**src/rtl/afm_pkg.sv**
```systemverilog
package afm_pkg;

    localparam int V4_ENTRIES = 16;
    localparam int V6_ENTRIES = 16;
    localparam int V4_BITS    = 32;
    localparam int HALF_BITS  = 64;

    typedef enum logic [1:0] {
        CMD_CHECK  = 2'd0,
        CMD_ADD    = 2'd1,
        CMD_REMOVE = 2'd2
    } t_cmd;

    typedef enum logic [1:0] {
        FAM_V4 = 2'd0,
        FAM_V6 = 2'd1
    } t_fam;

    typedef enum logic [1:0] {
        ST_DONE      = 2'd0,
        ST_PRESENT   = 2'd1,
        ST_FULL      = 2'd2,
        ST_NOT_FOUND = 2'd3
    } t_status;

    typedef struct packed {
        logic src;
        logic dst;
    } t_lane_hit;

    typedef struct packed {
        logic [V4_ENTRIES-1:0] set;
        logic [V4_ENTRIES-1:0] clr;
    } t_v4_upd;

    typedef struct packed {
        logic [V6_ENTRIES-1:0] set;
        logic [V6_ENTRIES-1:0] clr;
    } t_v6_upd;

    // isolate lowest set bit
    function automatic logic [V4_ENTRIES-1:0] lowest_v4(input logic [V4_ENTRIES-1:0] x);
        return x & (~x + V4_ENTRIES'(1));
    endfunction

    function automatic logic [V6_ENTRIES-1:0] lowest_v6(input logic [V6_ENTRIES-1:0] x);
        return x & (~x + V6_ENTRIES'(1));
    endfunction

endpackage

```
**src/rtl/afm_lane.sv**
```systemverilog
module afm_lane (
    input  logic                           i_valid,
    input  logic [afm_pkg::HALF_BITS-1:0]  i_entry_hi,
    input  logic [afm_pkg::HALF_BITS-1:0]  i_entry_lo,
    input  logic [afm_pkg::HALF_BITS-1:0]  i_src_hi,
    input  logic [afm_pkg::HALF_BITS-1:0]  i_src_lo,
    input  logic [afm_pkg::HALF_BITS-1:0]  i_dst_hi,
    input  logic [afm_pkg::HALF_BITS-1:0]  i_dst_lo,
    output afm_pkg::t_lane_hit             o_hit
);
    import afm_pkg::*;

    always_comb begin
        o_hit.src = i_valid && (i_entry_hi == i_src_hi) && (i_entry_lo == i_src_lo);
        o_hit.dst = i_valid && (i_entry_hi == i_dst_hi) && (i_entry_lo == i_dst_lo);
    end

endmodule

```
**config.mk**
```make
export PLATFORM = sky130hd
export DESIGN_NAME = afm_lane
export DESIGN_NICKNAME = d
export VERILOG_FILES = /design/src/rtl/afm_pkg.sv /design/src/rtl/afm_lane.sv
export SDC_FILE = /design/constraint.sdc
export NUM_CORES = 1
export LEC_CHECK = 0
export ABC_AREA = 1
export BUFFER_PORTS_ARGS = -buffer_cell sky130_fd_sc_hd__buf_4
export CAP_MARGIN = 15
export CORE_AREA = 2 2 149 151
export DETAILED_ROUTE_END_ITERATION = 16
export DIE_AREA = 0 0 151 153
export GPL_TIMING_DRIVEN = 0
export PLACE_DENSITY = 0.56
export RECOVER_POWER = 50
export SLEW_MARGIN = 20
export SYNTH_ARGS = -nofsm -noshare
export SYNTH_HDL_FRONTEND = slang
export SYNTH_SLANG_ARGS = --single-unit
```
**constraint.sdc**
```tcl
create_clock -name vclk -period 1.1
set_clock_uncertainty 0.2 [all_clocks]
set_input_delay 0.11 -clock vclk [all_inputs]
set_output_delay 0.11 -clock vclk [all_outputs]
set_load 0.03 [all_outputs]
```
==> Yosys cells after proc, flatten, opt, wreduce, memory -nomap -nowiden <==
Index checks and enable logic that the tools add are counted.
{ "op_classes": {"reduce_logical": 4, "addsub": 0, "shift": 0, "muxes": 0, "multipliers": 0, "div_mod_pow": 0, "n_lt_le_gt_ge": 0, "n_eq_ne": 4, "n_bitwise": 0} }
{ "op_table": {"columns": ["cell", "n"], "rows": [
  ["$eq 64x64->1", 4],
  ["$logic_and 1x1->1", 4]
]} }
{ "totals": {"romBits": 0, "in_bits": 385, "out_inout_bits": 2, "regBits": 0, "latchBits": 0, "elab_cells": 8, "ram_bits": 0, "memories": 0} }

==> Depth between registers and ports, before layout <==
Gate-level depths: netlist of run 1.
{ "logic_depth": {"word_depth": 3, "depth_mapped": 10, "mapped_depth_nobuf": 10} }

==> Worst setup path after synthesis of run 1 <==
Ideal clock, no wire load.
{ "synth_path": {"path_type": "in2out", "from": "input port i_entry_hi[23] in the netlist's numbering", "to": "output port o_hit[1] in the netlist's numbering", "required_ns": 0.790, "t_arrival_ns": 1.144, "n_path_buf": 0, "path_slack_ns": -0.354, "stages": 8, "path_cell_list": "inv_1 > o21ai_1 > or2_1 > nor2_1 > nand2_1 > nor2_2 > nand3_1 > nor2_1"} }
{ "synth_rtl": {"columns": ["element", "line_no", "text"], "rows": [
  ["start, declared", "afm_lane.sv:3", "input logic [afm_pkg::HALF_BITS-1:0] i_entry_hi,"],
  ["end, declared", "afm_lane.sv:9", "output afm_pkg::t_lane_hit o_hit"]
]} }

==> impl_metrics.csv, run 1 <==
group,metric,value,unit
place,gpl.final_weighted_congestion,0.891,
synth,synth.cell_area,0.00416,mm²
min_path,worstHoldStart,"i_dst_lo[24]",
status,result_of_the_run,"finished with violations",
floorplan,chipHeight,153,µm
min_path,hold_path_depth,7,
synth,combinational_family_with_the_most_area_after_synthesis,"simple AND/OR/NAND/NOR gates",
setup_path,timing.critical_path.slowest_cell_delay,0.15,ns
pwr,power.static_leakage,4.62,nW
sta,finalCriticalPeriod,1.68,ns
floorplan,row_count,54,
setup_path,cell_with_the_largest_stage_delay_on_the_worst_path,"sky130_fd_sc_hd__nor2_2",
sta,slew_viol_final,0,
floorplan,ios,387,
setup_path,type_of_the_worst_setup_path,"in2out",
synth,synth.yosys.warnings,0,
synth,synth.most_common_cell,"sky130_fd_sc_hd__nand2_1",
setup_path,end_kind,"output port",
finish,layout.area.seq,0,µm²
synth,yosys.area_share.xor_xnor,13.5,%
sta,timing.final.setup_violations,2,
sta,timing.hold.ws,0.555,ns
floorplan,design.core.area,0.0215,mm²
run,max_cap_violations,0,
setup_path,timing.critical_path.required,0.79,ns
synth,synth_compound_gate_area_share,13.1,%
finish,areaGrowthSynthToFinish,87.2,%
min_path,whs_endpoint,"o_hit[0]",
synth,post-synth-top-area-cell,"sky130_fd_sc_hd__nand2_1",
synth,netlist_instances,976,
drt,route.detailed.drc,0,
grt,maximum_number_of_pins_on_one_net_before_global_route_repair,5,
sta,worstMarginPinSlew,0.422,ns
pwr,power_density_of_the_placed_cells,369,mW/mm²
sta,relSlewSlack,71.6,%
floorplan,die_area,0.0231,mm²
synth,mappedNetlistNets,1361,
grt,gr-usage-all-layers,22.5,%
grt,antenna_found_initial,0,
finish,clock_buffer_instance_count_of_the_final_layout,0,
synth,synthesis.area_per_instance,4.26,µm²
setup_path,worstPathArrival,1.37,ns
drt,routed-via-count,6750,
min_path,timing.hold.worst.class,"in2out",
synth,synth-adder-area-share,0,%
synth,synth_area_in_simple_gates,54.0,%
place,place_area,0.00748,mm²
synth,yosys-mux-area-fraction,0,%
grt,grt_first_pass_wirelength,38.1,mm
floorplan,initial_standard_cell_utilization_of_the_core,19.4,%
drt,antenna_left,0,
sta,grt_setup_unrepaired,"yes",
synth,yosys-top-cells-area,"sky130_fd_sc_hd__nand2_1, sky130_fd_sc_hd__inv_1, sky130_fd_sc_hd__nor2_1",
pwr,post_route_total_power,2.87,mW
synth,netlist.area_leader.share,38.1,%
place,dp_hpwl,25.8,mm
setup_path,critical_path.startpoint_type,"input pin",
drt,drt-vias-per-instance,4.11,
status,failed_checks,"setup timing",
synth,synth.distinct_cells,16,
drt,routed_wire_length_per_instance,16.6,µm
sta,layout_setup_ws,-0.582,ns
finish,n_antenna_cell,0,
place,port_buffers,387,
sta,fin_setup_tns,-1.11,ns
floorplan,die_width,151,µm
sta,hold_viol,0,
sta,fin_crit_sh,153,%
grt,gr-total-overflow,0,
drt,drt_pre_antenna_iters,6,
finish,number_of_sequential_cells_in_the_layout,0,
synth,ys_seq_area_share,0,%
synth,synth_commonest_cells,"sky130_fd_sc_hd__nand2_1, sky130_fd_sc_hd__inv_1, sky130_fd_sc_hd__nor2_1",
setup_path,cp_common_cell,"sky130_fd_sc_hd__nand2_1",
setup_path,critPathMaxFanout,3,
clock_tree,cts.hold.buffers_added,0,
grt,grt_pass1_vias,6697,
drt,wirelength_routed,27.3,mm
place,place_ws,-1.05,ns
sta,highest_attainable_clock_frequency,0.595,GHz
finish,final_cell_area,0.00779,mm²
drt,detail_route.iter0.violations,239,
finish,post_route_cells_drive_above_1_share,35.3,%
setup_path,worst_path_cell_trace,"buf_4 > nand2_1 > nand2_1 > nor2_1 > nand2_1 > nor2_2 > nand2_1 > nor2_2 > nand3_4 > nor2_4 > buf_6",
finish,final_nets,1751,
pwr,vdd_ir_drop_max,156,µV
## critical path, delay by kind of cell
family,cells,cell delay (ns)
and+or+nand+nor,9,1.00
buffers and inverters,2,0.25
## cell families (layout without fill, tap and decap cells)
kind of cell    Yosys count  after routing
xor+xnor                 64             64
compound gates          107            107
simple gates            590            590
buf+inv                 215            603
## routing by layer
| metal | GRT usage [%] | routed length (µm) | up-vias |
|---|---|---|---|
| met5 | 0 | 0 | - |
| met4 | 3.38 | 507 | 0 |
| met3 | 4.39 | 2280 | 18 |
| met2 | 43.3 | 14000 | 263 |
| met1 | 25.8 | 10500 | 2837 |
| li1 | - | - | 3632 |
## metrics by stage
stage,utilization [%],cells
after floorplan,-,976
after global placement,34.8,1643
after detailed placement,34.8,1643
after CTS,35.9,1644
after global routing,36.2,1644
final,36.2,1644
## cells in the final DEF (no fill, tap or decap), drive strengths merged
master / count
clkinvlp: 2
or2: 1
o22ai: 8
xnor2: 53
inv: 213
xor2: 11
nand2: 423
o21ai: 98
nand3: 9
nor2: 149
a21oi: 1
nor3: 5
nand4: 3
buf: 388
## cell type report
cell class	count	area (µm²)
fill	2522	13700
tap	280	350
timing repair buffer	388	2950
inverter	215	862
multi-input combinational	761	3620
## power by group
group          internal [mW]  switching [mW]
registers                  0               0
clock network              0               0
logic                   1.47            1.40
## worst max path at each step
stage	start	endpoint	slack, ns	cells past startpoint
CTS	i_entry_lo[11]	o_hit[0]	-0.67	12
floorplan	i_entry_lo[25]	o_hit[1]	-0.13	10
detailed placement	i_entry_lo[13]	o_hit[0]	-1.05	11
global route	i_entry_hi[13]	o_hit[0]	-0.69	10
global placement	i_entry_lo[13]	o_hit[0]	-1.04	11
finish	i_entry_hi[28]	o_hit[0]	-0.58	11
## timing repair
item / in CTS / in global routing
buffers inserted: 1 / 0
gates resized for setup: 72 / 30
pin swaps: 34 / 22
endpoints found under the hold margin: 0 / 0
endpoints found under the setup margin: 2 / 2
Power figures use the tool's default switching activity.
==> run 2, diff against run 1 <==
--- a/config.mk
+++ b/config.mk
@@ -8,11 +8,11 @@
 export ABC_AREA = 1
 export BUFFER_PORTS_ARGS = -buffer_cell sky130_fd_sc_hd__buf_4
 export CAP_MARGIN = 15
-export CORE_AREA = 2 2 149 151
+export CORE_AREA = 2 2 151 153
 export DETAILED_ROUTE_END_ITERATION = 16
-export DIE_AREA = 0 0 151 153
+export DIE_AREA = 0 0 153 155
 export GPL_TIMING_DRIVEN = 0
-export PLACE_DENSITY = 0.56
+export PLACE_DENSITY = 0.55
 export RECOVER_POWER = 50
 export SLEW_MARGIN = 20
 export SYNTH_ARGS = -nofsm -noshare
==> run 2 against run 1 <==
Net effect: critical endpoint is now o_hit[1]; sequential share of layout area unchanged; critical path type unchanged; the flow still finishes with violations (setup timing); largest power group unchanged; combinational power about the same; wire length increased by 1.1%; total power is 0.79% higher; cell count up 0.30%; first-iteration DRC count increased by 9.6%.
==> impl_metrics.csv, run 2 (synthesis gave the netlist of run 1 again) <==
group,metric,value,unit
grt,gr-usage-all-layers,22.0,%
run,max_cap_violations,0,
grt,met3_usage,3.84,%
floorplan,chipHeight,155,µm
sta,slew_viol_final,0,
finish,number_of_sequential_cells_in_the_layout,0,
setup_path,critPathMaxFanout,4,
sta,worstMarginPinSlew,0.334,ns
floorplan,row_count,55,
sta,fin_crit_sh,151,%
sta,fin_setup_tns,-1.09,ns
min_path,timing.hold.worst.class,"in2out",
drt,drt-vias-per-instance,4.11,
finish,layout.area.seq,0,µm²
sta,highest_attainable_clock_frequency,0.602,GHz
setup_path,worstPathArrival,1.35,ns
floorplan,initial_standard_cell_utilization_of_the_core,18.7,%
drt,route.detailed.drc,0,
sta,relSlewSlack,77.5,%
status,failed_checks,"setup timing",
grt,most_heavily_used_metal_layer_in_global_routing,"met2",
place,port_buffers,387,
sta,layout_setup_ws,-0.561,ns
pwr,vdd_ir_drop_max,154,µV
finish,final_nets,1751,
pwr,clock_power_share,0,%
grt,grt_pass1_vias,6757,
status,result_of_the_run,"finished with violations",
floorplan,ios,387,
place,place_area,0.00749,mm²
setup_path,timing.critical_path.required,0.79,ns
setup_path,critical_path.startpoint_type,"input pin",
floorplan,die_area,0.0237,mm²
pwr,power.share.combinational,100.0,%
min_path,hold_path_depth,7,
finish,clock_buffer_instance_count_of_the_final_layout,0,
drt,wirelength_routed,27.6,mm
grt,antenna_found_initial,0,
place,gpl.final_weighted_congestion,0.870,
drt,drt_pre_antenna_iters,5,
finish,layout.cells.most_common_list,"sky130_fd_sc_hd__nand2_1, sky130_fd_sc_hd__buf_4, sky130_fd_sc_hd__inv_1",
grt,gr-total-overflow,0,
pwr,power_density_of_the_placed_cells,371,mW/mm²
drt,detail_route.iter0.violations,262,
pwr,switching_power,1.41,mW
pwr,cellInternalPower,1.48,mW
sta,finalCriticalPeriod,1.66,ns
grt,global_route.usage.met2,42.7,%
sta,timing.final.setup_violations,2,
pwr,switching_share,48.7,%
grt,maximum_number_of_pins_on_one_net_before_global_route_repair,5,
place,place.detailed.instances,1648,
drt,routed-via-count,6777,
place,dp_hpwl,26.2,mm
sta,grt_setup_unrepaired,"yes",
floorplan,die_width,153,µm
finish,n_antenna_cell,0,
sta,hold_viol,0,
grt,grt_first_pass_wirelength,38.9,mm
grt,gr_layer_usage_met1,25.2,%
finish,finish.cell_count_without_fillers,1649,
setup_path,type_of_the_worst_setup_path,"in2out",
floorplan,design.core.area,0.0222,mm²
finish,final_cell_area,0.00780,mm²
drt,routed_wire_length_per_instance,16.7,µm
finish,final_common_cell,"sky130_fd_sc_hd__nand2_1",
pwr,pwr-share-seq,0,%
setup_path,end_kind,"output port",
pwr,power.static_leakage,4.61,nW
finish,areaGrowthSynthToFinish,87.5,%
drt,antenna_left,0,
finish,post_route_cells_drive_above_1_share,36.9,%
-- run 2: cell types whose count changed in the layout (fill, tap and decap cells not counted), moves of 6 or more --
cell,change
sky130_fd_sc_hd__nand2_1,-9
sky130_fd_sc_hd__nand2_2,+10
sky130_fd_sc_hd__inv_1,-7
sky130_fd_sc_hd__inv_2,+6
sky130_fd_sc_hd__nor2_2,+7
-- run 2: cell type report --
| type | instances | area (µm²) |
|---|---|---|
| fillers | 2642 | 14400 |
| multi-input cells | 761 | 3610 |
| repair buffers | 388 | 2970 |
| inverters | 215 | 862 |
| well taps | 285 | 357 |
-- run 2: routing by layer --
| layer | vias up | wire length, µm |
|---|---|---|
| li1 | 3635 | - |
| met1 | 2843 | 10900 |
| met2 | 271 | 14200 |
| met3 | 28 | 1820 |
| met4 | 0 | 688 |
| met5 | - | 0 |
-- run 2: timing repair --
item,4_1_cts,5_1_grt
pin swaps,54,25
buffers inserted,1,0
hold buffers,0,0
cloned,0,0
setup endpoints to repair,2,2
resized for setup,106,23
-- run 2: path summary, 6_finish.rpt --
| kind | end | slack (ns) | from |
|---|---|---|---|
| min | o_hit[0] | 0.57 | i_dst_hi[8] |
| max | o_hit[1] | -0.56 | i_entry_hi[23] |
-- run 2: through the flow --
step | setup slack (ns) | utilization, % | hold slack [ns] | power (mW)
floorplan | -0.129 | - | 0.290 | 1.04
global placement | -0.926 | 33.7 | 0.611 | 2.77
detailed placement | -0.935 | 33.7 | 0.604 | 2.78
CTS | -0.576 | 34.8 | 0.574 | 2.91
global route | -0.651 | 35.1 | 0.618 | 3.20
finish | -0.561 | 35.1 | 0.570 | 2.89
-- run 2: critical path, cell delays in order --
cell and delay [ns]:
sky130_fd_sc_hd__buf_4 0.11, sky130_fd_sc_hd__inv_2 0.09, sky130_fd_sc_hd__o21ai_1 0.11, sky130_fd_sc_hd__or2_1 0.24, sky130_fd_sc_hd__nor2_1 0.08, sky130_fd_sc_hd__nand2_1 0.13, sky130_fd_sc_hd__nor2_2 0.14, sky130_fd_sc_hd__nand3_2 0.10
sky130_fd_sc_hd__nor2_4 0.11, sky130_fd_sc_hd__buf_6 0.13
-- run 2: power by group through the flow --
| stage | sequential (mW) | clock [mW] | combinational (mW) |
|---|---|---|---|
| 6_report | 0 | 0 | 2.89 |
| 5_1_grt | 0 | 0 | 3.20 |
| 4_1_cts | 0 | 0 | 2.91 |
| 3_5_place_dp | 0 | 0 | 2.78 |
| 3_3_place_gp | 0 | 0 | 2.77 |
| 2_1_floorplan | 0 | 0 | 1.04 |
