## src/rtl/afm_pkg.sv

```systemverilog
package afm_pkg;

    localparam int V4_ENTRIES = 16;
    localparam int V6_ENTRIES = 16;
    localparam int V4_BITS    = 32;
    localparam int HALF_BITS  = 64;

    typedef enum logic [1:0] {
        CMD_CHECK  = 2'd0,
        CMD_ADD    = 2'd1,
        CMD_REMOVE = 2'd2
    } t_cmd;

    typedef enum logic [1:0] {
        FAM_V4 = 2'd0,
        FAM_V6 = 2'd1
    } t_fam;

    typedef enum logic [1:0] {
        ST_DONE      = 2'd0,
        ST_PRESENT   = 2'd1,
        ST_FULL      = 2'd2,
        ST_NOT_FOUND = 2'd3
    } t_status;

    typedef struct packed {
        logic src;
        logic dst;
    } t_lane_hit;

    typedef struct packed {
        logic [V4_ENTRIES-1:0] set;
        logic [V4_ENTRIES-1:0] clr;
    } t_v4_upd;

    typedef struct packed {
        logic [V6_ENTRIES-1:0] set;
        logic [V6_ENTRIES-1:0] clr;
    } t_v6_upd;

    // isolate lowest set bit
    function automatic logic [V4_ENTRIES-1:0] lowest_v4(input logic [V4_ENTRIES-1:0] x);
        return x & (~x + V4_ENTRIES'(1));
    endfunction

    function automatic logic [V6_ENTRIES-1:0] lowest_v6(input logic [V6_ENTRIES-1:0] x);
        return x & (~x + V6_ENTRIES'(1));
    endfunction

endpackage

```

## src/rtl/afm_merge.sv

```systemverilog
module afm_merge (
    input  logic [1:0]                     i_command,
    input  logic [1:0]                     i_addr_family,
    input  logic [afm_pkg::V4_ENTRIES-1:0] i_v4_valid,
    input  logic [afm_pkg::V4_ENTRIES-1:0] i_v4_src_hit,
    input  logic [afm_pkg::V4_ENTRIES-1:0] i_v4_dst_hit,
    input  logic [afm_pkg::V6_ENTRIES-1:0] i_v6_valid,
    input  logic [afm_pkg::V6_ENTRIES-1:0] i_v6_src_hit,
    input  logic [afm_pkg::V6_ENTRIES-1:0] i_v6_dst_hit,
    output logic                           o_verdict,
    output afm_pkg::t_status               o_status,
    output afm_pkg::t_v4_upd               o_v4_upd,
    output afm_pkg::t_v6_upd               o_v6_upd
);
    import afm_pkg::*;

    always_comb begin
        o_verdict = 1'b0;
        o_status  = ST_DONE;
        o_v4_upd  = '0;
        o_v6_upd  = '0;
        unique case (t_cmd'(i_command))
            CMD_CHECK: begin
                unique case (t_fam'(i_addr_family))
                    FAM_V4:  o_verdict = (|i_v4_src_hit) | (|i_v4_dst_hit);
                    FAM_V6:  o_verdict = (|i_v6_src_hit) | (|i_v6_dst_hit);
                    default: o_verdict = 1'b0;
                endcase
            end
            CMD_ADD: begin
                unique case (t_fam'(i_addr_family))
                    FAM_V4: begin
                        if (|i_v4_src_hit) begin
                            o_status = ST_PRESENT;
                        end else if (&i_v4_valid) begin
                            o_status = ST_FULL;
                        end else begin
                            o_v4_upd.set = lowest_v4(~i_v4_valid);
                        end
                    end
                    FAM_V6: begin
                        if (|i_v6_src_hit) begin
                            o_status = ST_PRESENT;
                        end else if (&i_v6_valid) begin
                            o_status = ST_FULL;
                        end else begin
                            o_v6_upd.set = lowest_v6(~i_v6_valid);
                        end
                    end
                    default: o_status = ST_NOT_FOUND;
                endcase
            end
            CMD_REMOVE: begin
                unique case (t_fam'(i_addr_family))
                    FAM_V4: begin
                        if (|i_v4_src_hit) begin
                            o_v4_upd.clr = lowest_v4(i_v4_src_hit);
                        end else begin
                            o_status = ST_NOT_FOUND;
                        end
                    end
                    FAM_V6: begin
                        if (|i_v6_src_hit) begin
                            o_v6_upd.clr = lowest_v6(i_v6_src_hit);
                        end else begin
                            o_status = ST_NOT_FOUND;
                        end
                    end
                    default: o_status = ST_NOT_FOUND;
                endcase
            end
            default: o_status = ST_DONE;
        endcase
    end

endmodule

```

## config.mk

```make
export PLATFORM = sky130hd
export DESIGN_NAME = afm_merge
export DESIGN_NICKNAME = d
export VERILOG_FILES = /design/src/rtl/afm_pkg.sv /design/src/rtl/afm_merge.sv
export SDC_FILE = /design/constraint.sdc
export NUM_CORES = 1
export LEC_CHECK = 0
export BUFFER_PORTS_ARGS = -buffer_cell sky130_fd_sc_hd__buf_2
export CAP_MARGIN = 20
export CELL_PAD_IN_SITES_DETAIL_PLACEMENT = 1
export CELL_PAD_IN_SITES_GLOBAL_PLACEMENT = 1
export CORE_MARGIN = 5
export CORE_UTILIZATION = 19
export DETAILED_ROUTE_END_ITERATION = 16
export GPL_TIMING_DRIVEN = 0
export PLACE_DENSITY_LB_ADDON = 0.2
export SLEW_MARGIN = 20
export SYNTH_ARGS = -nofsm -noshare
export SYNTH_HDL_FRONTEND = slang
export SYNTH_SLANG_ARGS = --single-unit
```

## constraint.sdc

```tcl
create_clock -name vclk -period 3.05
set_input_delay 0.305 -clock vclk [all_inputs]
set_output_delay 0.305 -clock vclk [all_outputs]
set_load 0.02 [all_outputs]
```

### After elaboration in Yosys (flattened, before gate mapping)

Cells that the tools add are included.

* reductions and logical operators: 8
* add/sub/neg operators: 4
* muxes and demuxes: 25
* equality and inequality tests: 3
* bitwise operators: 12

Operators by type and width (number)
* 16-bit 2-to-1 mux: 14
* 16-bit inverter: 6
* 16-bit by 1-bit adder with 16-bit output, second input constant: 4
* 16-bit bitwise AND: 4
* 16-bit OR reduction: 4
* 16-bit AND reduction: 2
* 2-bit 2-to-1 mux: 6
* 2-bit case mux with 2 select lines: 3
* 2-bit by 1-bit equality test with 1-bit output, second input constant: 2
* 2-bit zero test: 2
* 2-bit equality test, second input constant: 1
* 1-bit OR: 2
* 1-bit case mux with 2 select lines: 1
* 1-bit 2-to-1 mux: 1

* register bits: 0
* output and inout port bits: 67
* word-level logic and storage cells: 52
* input port bits: 100

### Longest topological paths before layout

Gate-level depths: netlist (run 1).

* depth in word-level cells: 8
* mapped depth: 6
* gate-level depth less buffers: 6

### Worst setup path before layout (run 1)

Ideal clock, no wire load.

* kind: input -> output
* start point: input i_v4_src_hit[0] (netlist bit)
* end point: output o_v4_upd[31] (netlist bit)
* required time: 2745 ps
* data arrival time: 2067 ps
* setup slack: 678 ps
* stages: 5
* path buffers: 0
* path through: nor4_2 > nand4_2 > a2111oi_4 > nand2_2 > nor4_1

RTL lines
* from (decl): line afm_merge.sv:5 `input logic [afm_pkg::V4_ENTRIES-1:0] i_v4_src_hit,`
* to (decl): line afm_merge.sv:12 `output afm_pkg::t_v4_upd o_v4_upd,`

==> run summary, run 1 <==
Hold-fix buffers, CTS: 0
largest net degree at the start of global routing: 8
WHS: 0.883 ns
Hold Fails Final Rpt: 0
Seq/Total Area, Yosys: 0%
largest family of logic cells by synthesized area: simple AND/OR/NAND/NOR gates
number of global-route vias before repair: 1997
Post-CTS Resized: 0
Overflow after GRT: 0
Hold Path End: o_v6_upd[19]
worst relative slew slack: 60.9%
peak fanout along the critical path: 7
initial antenna violation count: 0
ANT nets after route: 0
Die Ht: 87.4 µm
Synth Cell Area: 1140 µm²
Final nets: 445
Req. time, crit path: 2.74 ns
DIE AREA: 7630 µm²
Leakage: 1.17 nW
Avg WL per Cell: 13.3 µm
Iter 0 DRT Violations: 19
GRT Total Usage: 13.2%
setup TNS: 0 ns
Hold/Removal Path Class: in -> out
worst hold path startpoint: i_v6_valid[3]
Initial Utilization: 19.3%
routed vias: 1958
largest cells by area after synthesis: nor2_1, nor4_1, nor3b_1
area growth from synthesis to layout: 81.7%
Critical Path AT: 2.22 ns
First-pass DRT Iterations: 3
PortBufs: 167
Synth Area in Simple Gates: 83.3%
area of the multi-input gates: 1090 µm²
placer congestion estimate: 0.750
Syn Area/Cell: 6.57 µm²
WHS Path Cells: 3
Clock Buffer Count: 0
Max Clk Rate: 396 MHz
number of antenna diodes: 0
vias per cell: 4.72
VDD IR-drop max: 25.0 µV
Fillers: 828
total power: 136 µW
Mapped Nets: 276
PwrDens: 65.8 nW/µm²
Core ar.: 5890 µm²
fin. max-slew vios: 0
max cap viols: 0
sequential cell count: 0
fin cells: 415
Synth Area in Adders: 3.30%
cell type with the largest total area after synthesis: nor2_1
fin crit share: 82.8%
status: completed
Startpoint Class: input port
Cell Count Post-Placement: 415
drc violations: 0
post-DP HPWL: 5160 µm
Mapped Cells: 173
Post-Synth XOR/XNOR Area: 0%
layout cells sized above 1: 54.1%
Synth cell types: 38
first-pass GRT wire length: 8670 µm
Post-CTS Setup Bufs: 0
Synth top area share: 8.58%
num ports: 167
slew of the pin with the lowest slew margin: 0.586 ns
final core occ: 35.1%
chip width: 87.4 µm
WS Path Type: in -> out
Period minus WS final: 2.53 ns
crit path capture type: output port
multiplexer share of the synthesized area: 0.880%
Warnings, synthesis: 0
RSZ-0062 raised after global routing: false
FP Rows: 28
final wirelength: 5520 µm
# setup viols final: 0
Reg area: 0 µm²
Synth Area in Compound Gates: 8.58%
-- cell families (layout without fill, tap and decap cells) --
| family | Yosys count | after routing |
|---|---|---|
| buffers and inverters | 12 | 179 |
| and+or+nand+nor | 146 | 146 |
| adders and majority gates | 3 | 3 |
| AOI/OAI and AO/OA | 11 | 11 |
| muxes | 1 | 1 |
-- Yosys cell counts (2+ instances only) --
library cell   n
and3b_1        6
and4b_1        4
nor4_1        13
nor2_1        26
or2_2          2
and4_1         5
nor4b_1        4
nand3_1        9
o21ai_0        3
a21boi_0       2
nor3b_2        4
inv_1         11
nor3_1        12
nand4_1        7
and2_1         7
nor4_2         3
nor3b_1       10
nand2_1       14
and3_1         7
ha_1           3
nand3_2        2
nor4_4         2
and2b_1        2
-- layer usage --
metal	share of wire, %	GRT usage (%)
met1	39	16.1
met2	51	25.2
met3	9.6	2.37
met4	0	0
met5	0	0
-- worst max path at each step --
stage | startpoint | end | slack, ns | depth (start not counted)
2_1_floorplan | i_v4_src_hit[0] | o_v4_upd[31] | 0.68 | 5
3_3_place_gp | i_v4_src_hit[0] | o_v4_upd[27] | 0.50 | 7
3_5_place_dp | i_v4_src_hit[1] | o_v4_upd[27] | 0.47 | 7
4_1_cts | i_v4_src_hit[1] | o_v4_upd[27] | 0.47 | 7
5_1_grt | i_v4_src_hit[12] | o_v4_upd[28] | 0.29 | 7
6_report | i_v4_src_hit[1] | o_v4_upd[27] | 0.52 | 7
-- critical path, stage by stage --
cell	delay [ns]
buf_2	0.12
nor4_4	0.34
nand4_2	0.25
a2111oi_4	0.60
nand3_2	0.20
nor3b_2	0.20
buf_2	0.18
-- power breakdown --
part	switching (mW)	internal, mW
Clock	0	0
Sequential	0	0
Combinational	0.0679	0.0682
-- cell usage in the layout (no fill, tap or decap), types with 5 or more instances in the layout --
cell type,synthesis,layout
nor2_1,26,26
and2_1,7,7
nand2_1,14,14
nand3_1,9,9
nor4_1,13,13
and4_1,5,5
and3_1,7,7
and3b_1,6,6
inv_1,11,11
buf_2,0,167
nor3b_1,10,10
nor3_1,12,12
nand4_1,7,7
-- per-stage QoR --
stage	instance area (µm²)	setup WS, ns
finish	2070	0.523
global placement	2070	0.496
detailed placement	2070	0.473
global route	2070	0.291
CTS	2070	0.467
floorplan	1140	0.678
-- cell type report --
cell class,count,area share [%]
multi-input combinational,161,52.8
inverter,11,2.00
buffer,1,0.182
tap,75,4.54
timing repair buffer,167,40.4
Note: power is estimated with default switching activity, not from simulation.
==> run 2: changes to the inputs <==
- CORE_UTILIZATION: 19 -> 18
- clock period: 3.05 -> 2.52 ns (I/O delays scaled with it)
==> run 2 against run 1 <==
Compared with the run above: hold slack lost 0.11 ns; die area grew 4.9%; non-clock buffer count grew 1; via count grew 1.9%; largest cell class unchanged; largest power group unchanged; highest routed layer unchanged.
==> run summary, run 2 (synthesis gave the netlist of run 1 again) <==
Iter 0 DRT Violations: 13
PortBufs: 167
Critical Path Sink: o_v6_upd[28]
Die Ht: 89.5 µm
final core occ: 33.4%
P_int: 82.7 µW
sequential cell count: 0
Startpoint Class: input port
ANT nets after route: 0
Worst path depth: 7
RSZ-0062 raised after global routing: true
routed vias: 1995
post-DP HPWL: 5380 µm
fin crit share: 92.0%
fin cells: 418
Overflow after GRT: 0
Flop pwr share: 0%
first-pass GRT wire length: 8550 µm
commonest non-fill, non-tap cell in the layout: buf_2
CP top delay family: simple AND/OR/NAND/NOR gates
initial antenna violation count: 0
GRT Total Usage: 12.7%
max cap viols: 0
slew of the pin with the lowest slew margin: 0.465 ns
vias per cell: 4.77
Fillers: 869
sw power: 83.1 µW
number of global-route vias before repair: 1987
First-pass DRT Iterations: 4
largest net degree at the start of global routing: 8
DIE AREA: 8010 µm²
PwrDens: 79.6 nW/µm²
design area: 2080 µm²
Reg area: 0 µm²
Req. time, crit path: 2.27 ns
Clock Buffer Count: 0
FP Rows: 29
Hold/Removal Path Class: in -> out
clock network fraction of design power: 0%
Hold Fails Final Rpt: 0
Leakage: 1.17 nW
fin. max-slew vios: 0
highest-count cells in the layout ignoring fill and taps: buf_2, nor2_1, nand2_1, nor3_1, nor4_1
number of antenna diodes: 0
area growth from synthesis to layout: 83.2%
Critical Path AT: 2.07 ns
WS Path Type: in -> out
Cell Chain, Critical Path: buf_2 > nor4_1 > nand4_1 > nor2_1 > nand4_1 > nor3b_1 > buf_2
placed cell areas: 2070 µm²
slowest cell on the critical path: nor2_1
chip width: 89.5 µm
Worst Setup SP: i_v6_src_hit[1]
Hold-fix buffers, CTS: 0
num ports: 167
Initial Utilization: 18.2%
combinational fraction of design power: 100.0%
placer congestion estimate: 0.706
Core ar.: 6240 µm²
Avg WL per Cell: 13.8 µm
status: completed
Slowest Stage Delay on Critical Path: 0.40 ns
Cell Count Post-Placement: 417
peak fanout along the critical path: 6
Sw Share: 50.1%
Max Clk Rate: 431 MHz
VDD IR-drop max: 29.2 µV
# setup viols final: 0
layout cells sized above 1: 54.5%
Period minus WS final: 2.32 ns
drc violations: 0
crit path capture type: output port
Crit path buffers/inverters: 2
final wirelength: 5770 µm
Final nets: 446
total power: 166 µW
worst relative slew slack: 68.7%
## run 2: changes by cell type in the layout (fill, tap and decap cells not counted), sizes merged
| cell | delta |
|---|---|
| buf | +1 |
## run 2: power groups by stage
stage          clock (mW)  sequential, mW  combinational, mW
2_1_floorplan           0               0             0.0479
3_3_place_gp            0               0              0.162
3_5_place_dp            0               0              0.166
4_1_cts                 0               0              0.167
5_1_grt                 0               0              0.183
6_report                0               0              0.166
## run 2: repair_timing
action | 4_1_cts | 5_1_grt
buffers inserted | 0 | 1
setup endpoints to repair | 0 | 14
gates resized for setup | 0 | 1
## run 2: how the worst min path moves through the flow
stage                               to  slack (ns)  cells past startpoint      startpoint
after global placement    o_v6_upd[30]        0.78                      3  i_v6_valid[14]
after detailed placement  o_v6_upd[19]        0.77                      3   i_v6_valid[3]
after global routing      o_v6_upd[19]        0.78                      3   i_v6_valid[3]
after floorplan           o_v4_upd[22]        0.56                      1   i_v4_valid[6]
final                     o_v6_upd[19]        0.78                      3   i_v6_valid[3]
after CTS                 o_v6_upd[19]        0.78                      3   i_v6_valid[3]
## run 2: area by class of cell
type | instances | area [µm²] | share of cell area [%]
buffer | 1 | 3.75 | 0.180
multi-input combinational | 161 | 1100 | 52.7
tap | 77 | 96.3 | 4.62
inverter | 11 | 41.3 | 1.98
timing repair buffer | 168 | 843 | 40.5
## run 2: routing by layer
layer | routed length, µm | vias up | global-route usage [%]
met5 | 0 | - | 0
met4 | 0 | 0 | 0
met3 | 718 | 0 | 4.24
met2 | 2960 | 88 | 25.3
met1 | 2090 | 901 | 13.6
li1 | - | 1006 | -
## run 2: stage by stage
step / setup TNS [ns] / hold slack, ns / setup slack (ns)
2_1_floorplan: 0 / 0.555 / 0.254
3_3_place_gp: 0 / 0.775 / 0.0710
3_5_place_dp: 0 / 0.775 / 0.00458
4_1_cts: 0 / 0.776 / 0.0131
5_1_grt: -0.0222 / 0.784 / -0.0191
6_report: 0 / 0.776 / 0.201
==> run 3: changes to the inputs <==
- RECOVER_POWER: not set -> 25
==> run 3 against run 2 <==
Compared with the run above: clock-buffer cell count did not move; via count barely moved; die area did not move; utilization fell by 0.36 points; largest power group unchanged.
==> run summary, run 3 (synthesis gave the netlist of run 1 again) <==
Max Clk Rate: 431 MHz
PwrDens: 80.2 nW/µm²
status: completed
Clock Buffer Count: 0
vias per cell: 4.77
clock network fraction of design power: 0%
worst hold path startpoint: i_v6_valid[3]
peak fanout along the critical path: 6
number of global-route vias before repair: 1987
largest net degree at the start of global routing: 8
Leakage: 1.10 nW
ANT nets after route: 0
num ports: 167
Worst Setup SP: i_v6_src_hit[1]
area of the multi-input gates: 1090 µm²
design area: 2060 µm²
post-DP HPWL: 5380 µm
drc violations: 0
slew of the pin with the lowest slew margin: 0.465 ns
WS Path Type: in -> out
# setup viols final: 0
First-pass DRT Iterations: 4
worst relative slew slack: 68.7%
Req. time, crit path: 2.27 ns
max cap viols: 0
Crit path buffers/inverters: 2
Cell Chain, Critical Path: buf_2 > nor4_1 > nand4_1 > nor2_1 > nand4_1 > nor3b_1 > buf_2
sw power: 82.9 µW
layout cells sized above 1: 50.4%
FP Rows: 29
area growth from synthesis to layout: 81.2%
total power: 165 µW
placer congestion estimate: 0.706
RSZ-0062 raised after global routing: true
VDD IR-drop max: 29.3 µV
crit path capture type: output port
fin. max-slew vios: 0
Period minus WS final: 2.32 ns
P_int: 82.4 µW
fin cells: 418
initial antenna violation count: 0
routed vias: 1994
highest-count cells in the layout ignoring fill and taps: buf_2, nor2_1, nand2_1, clkbuf_1
Overflow after GRT: 0
PortBufs: 167
CP top delay family: simple AND/OR/NAND/NOR gates
Critical Path AT: 2.07 ns
Startpoint Class: input port
Slowest Stage Delay on Critical Path: 0.40 ns
Hold-fix buffers, CTS: 0
Hold/Removal Path Class: in -> out
Fillers: 880
Avg WL per Cell: 13.9 µm
final wirelength: 5790 µm
placed cell areas: 2070 µm²
Final nets: 446
Core ar.: 6240 µm²
Reg area: 0 µm²
DIE AREA: 8010 µm²
Die Ht: 89.5 µm
Iter 0 DRT Violations: 12
Sw Share: 50.2%
sequential cell count: 0
Cell Count Post-Placement: 417
Initial Utilization: 18.2%
fin crit share: 92.0%
slowest cell on the critical path: nor2_1
first-pass GRT wire length: 8550 µm
Flop pwr share: 0%
number of antenna diodes: 0
combinational fraction of design power: 100.0%
chip width: 89.5 µm
Hold Fails Final Rpt: 0
commonest non-fill, non-tap cell in the layout: buf_2
GRT Total Usage: 12.7%
[run 3: timing repair]
item                       CTS  global route
setup endpoints to repair    0            14
setup buffers                0             1
gates resized for setup      0             1
[run 3: worst paths after layout]
path,to,slack (ns),depth (start not counted)
min,o_v6_upd[19],0.78,3
max,o_v6_upd[28],0.20,7
[run 3: tightest hold or removal path, stage by stage]
cell	delay, ns
buf_2	0.08
nor3_1	0.04
buf_2	0.15
[run 3: layer usage]
metal / vias to the layer above / wire (µm) / GRT usage, %
li1: 1007 / - / -
met1: 899 / 2130 / 13.6
met2: 88 / 2960 / 25.3
met3: 0 / 696 / 4.24
met4: 0 / 0 / 0
met5: - / 0 / 0
[run 3: metrics by stage]
stage / util [%] / setup TNS (ns) / hold WS, ns / worst slack [ns]
after global placement: 33.2 / 0 / 0.775 / 0.0710
after detailed placement: 33.2 / 0 / 0.775 / 0.00458
final: 33.0 / 0 / 0.776 / 0.201
after floorplan: - / 0 / 0.555 / 0.254
after CTS: 33.2 / 0 / 0.776 / 0.0131
after global routing: 33.0 / -0.0222 / 0.784 / -0.0191
[run 3: cell type report]
class                      instances  share of cell area, %
buffer                             1                  0.182
multi-input combinational        161                   53.0
timing repair buffer             168                   40.1
inverter                          11                   2.00
tap                               77                   4.68
[run 3: power groups by stage]
| stage | Sequential [mW] | Combinational, mW | Clock (mW) |
|---|---|---|---|
| 3_3_place_gp | 0 | 0.162 | 0 |
| 2_1_floorplan | 0 | 0.0479 | 0 |
| 5_1_grt | 0 | 0.183 | 0 |
| 6_report | 0 | 0.165 | 0 |
| 4_1_cts | 0 | 0.167 | 0 |
| 3_5_place_dp | 0 | 0.166 | 0 |
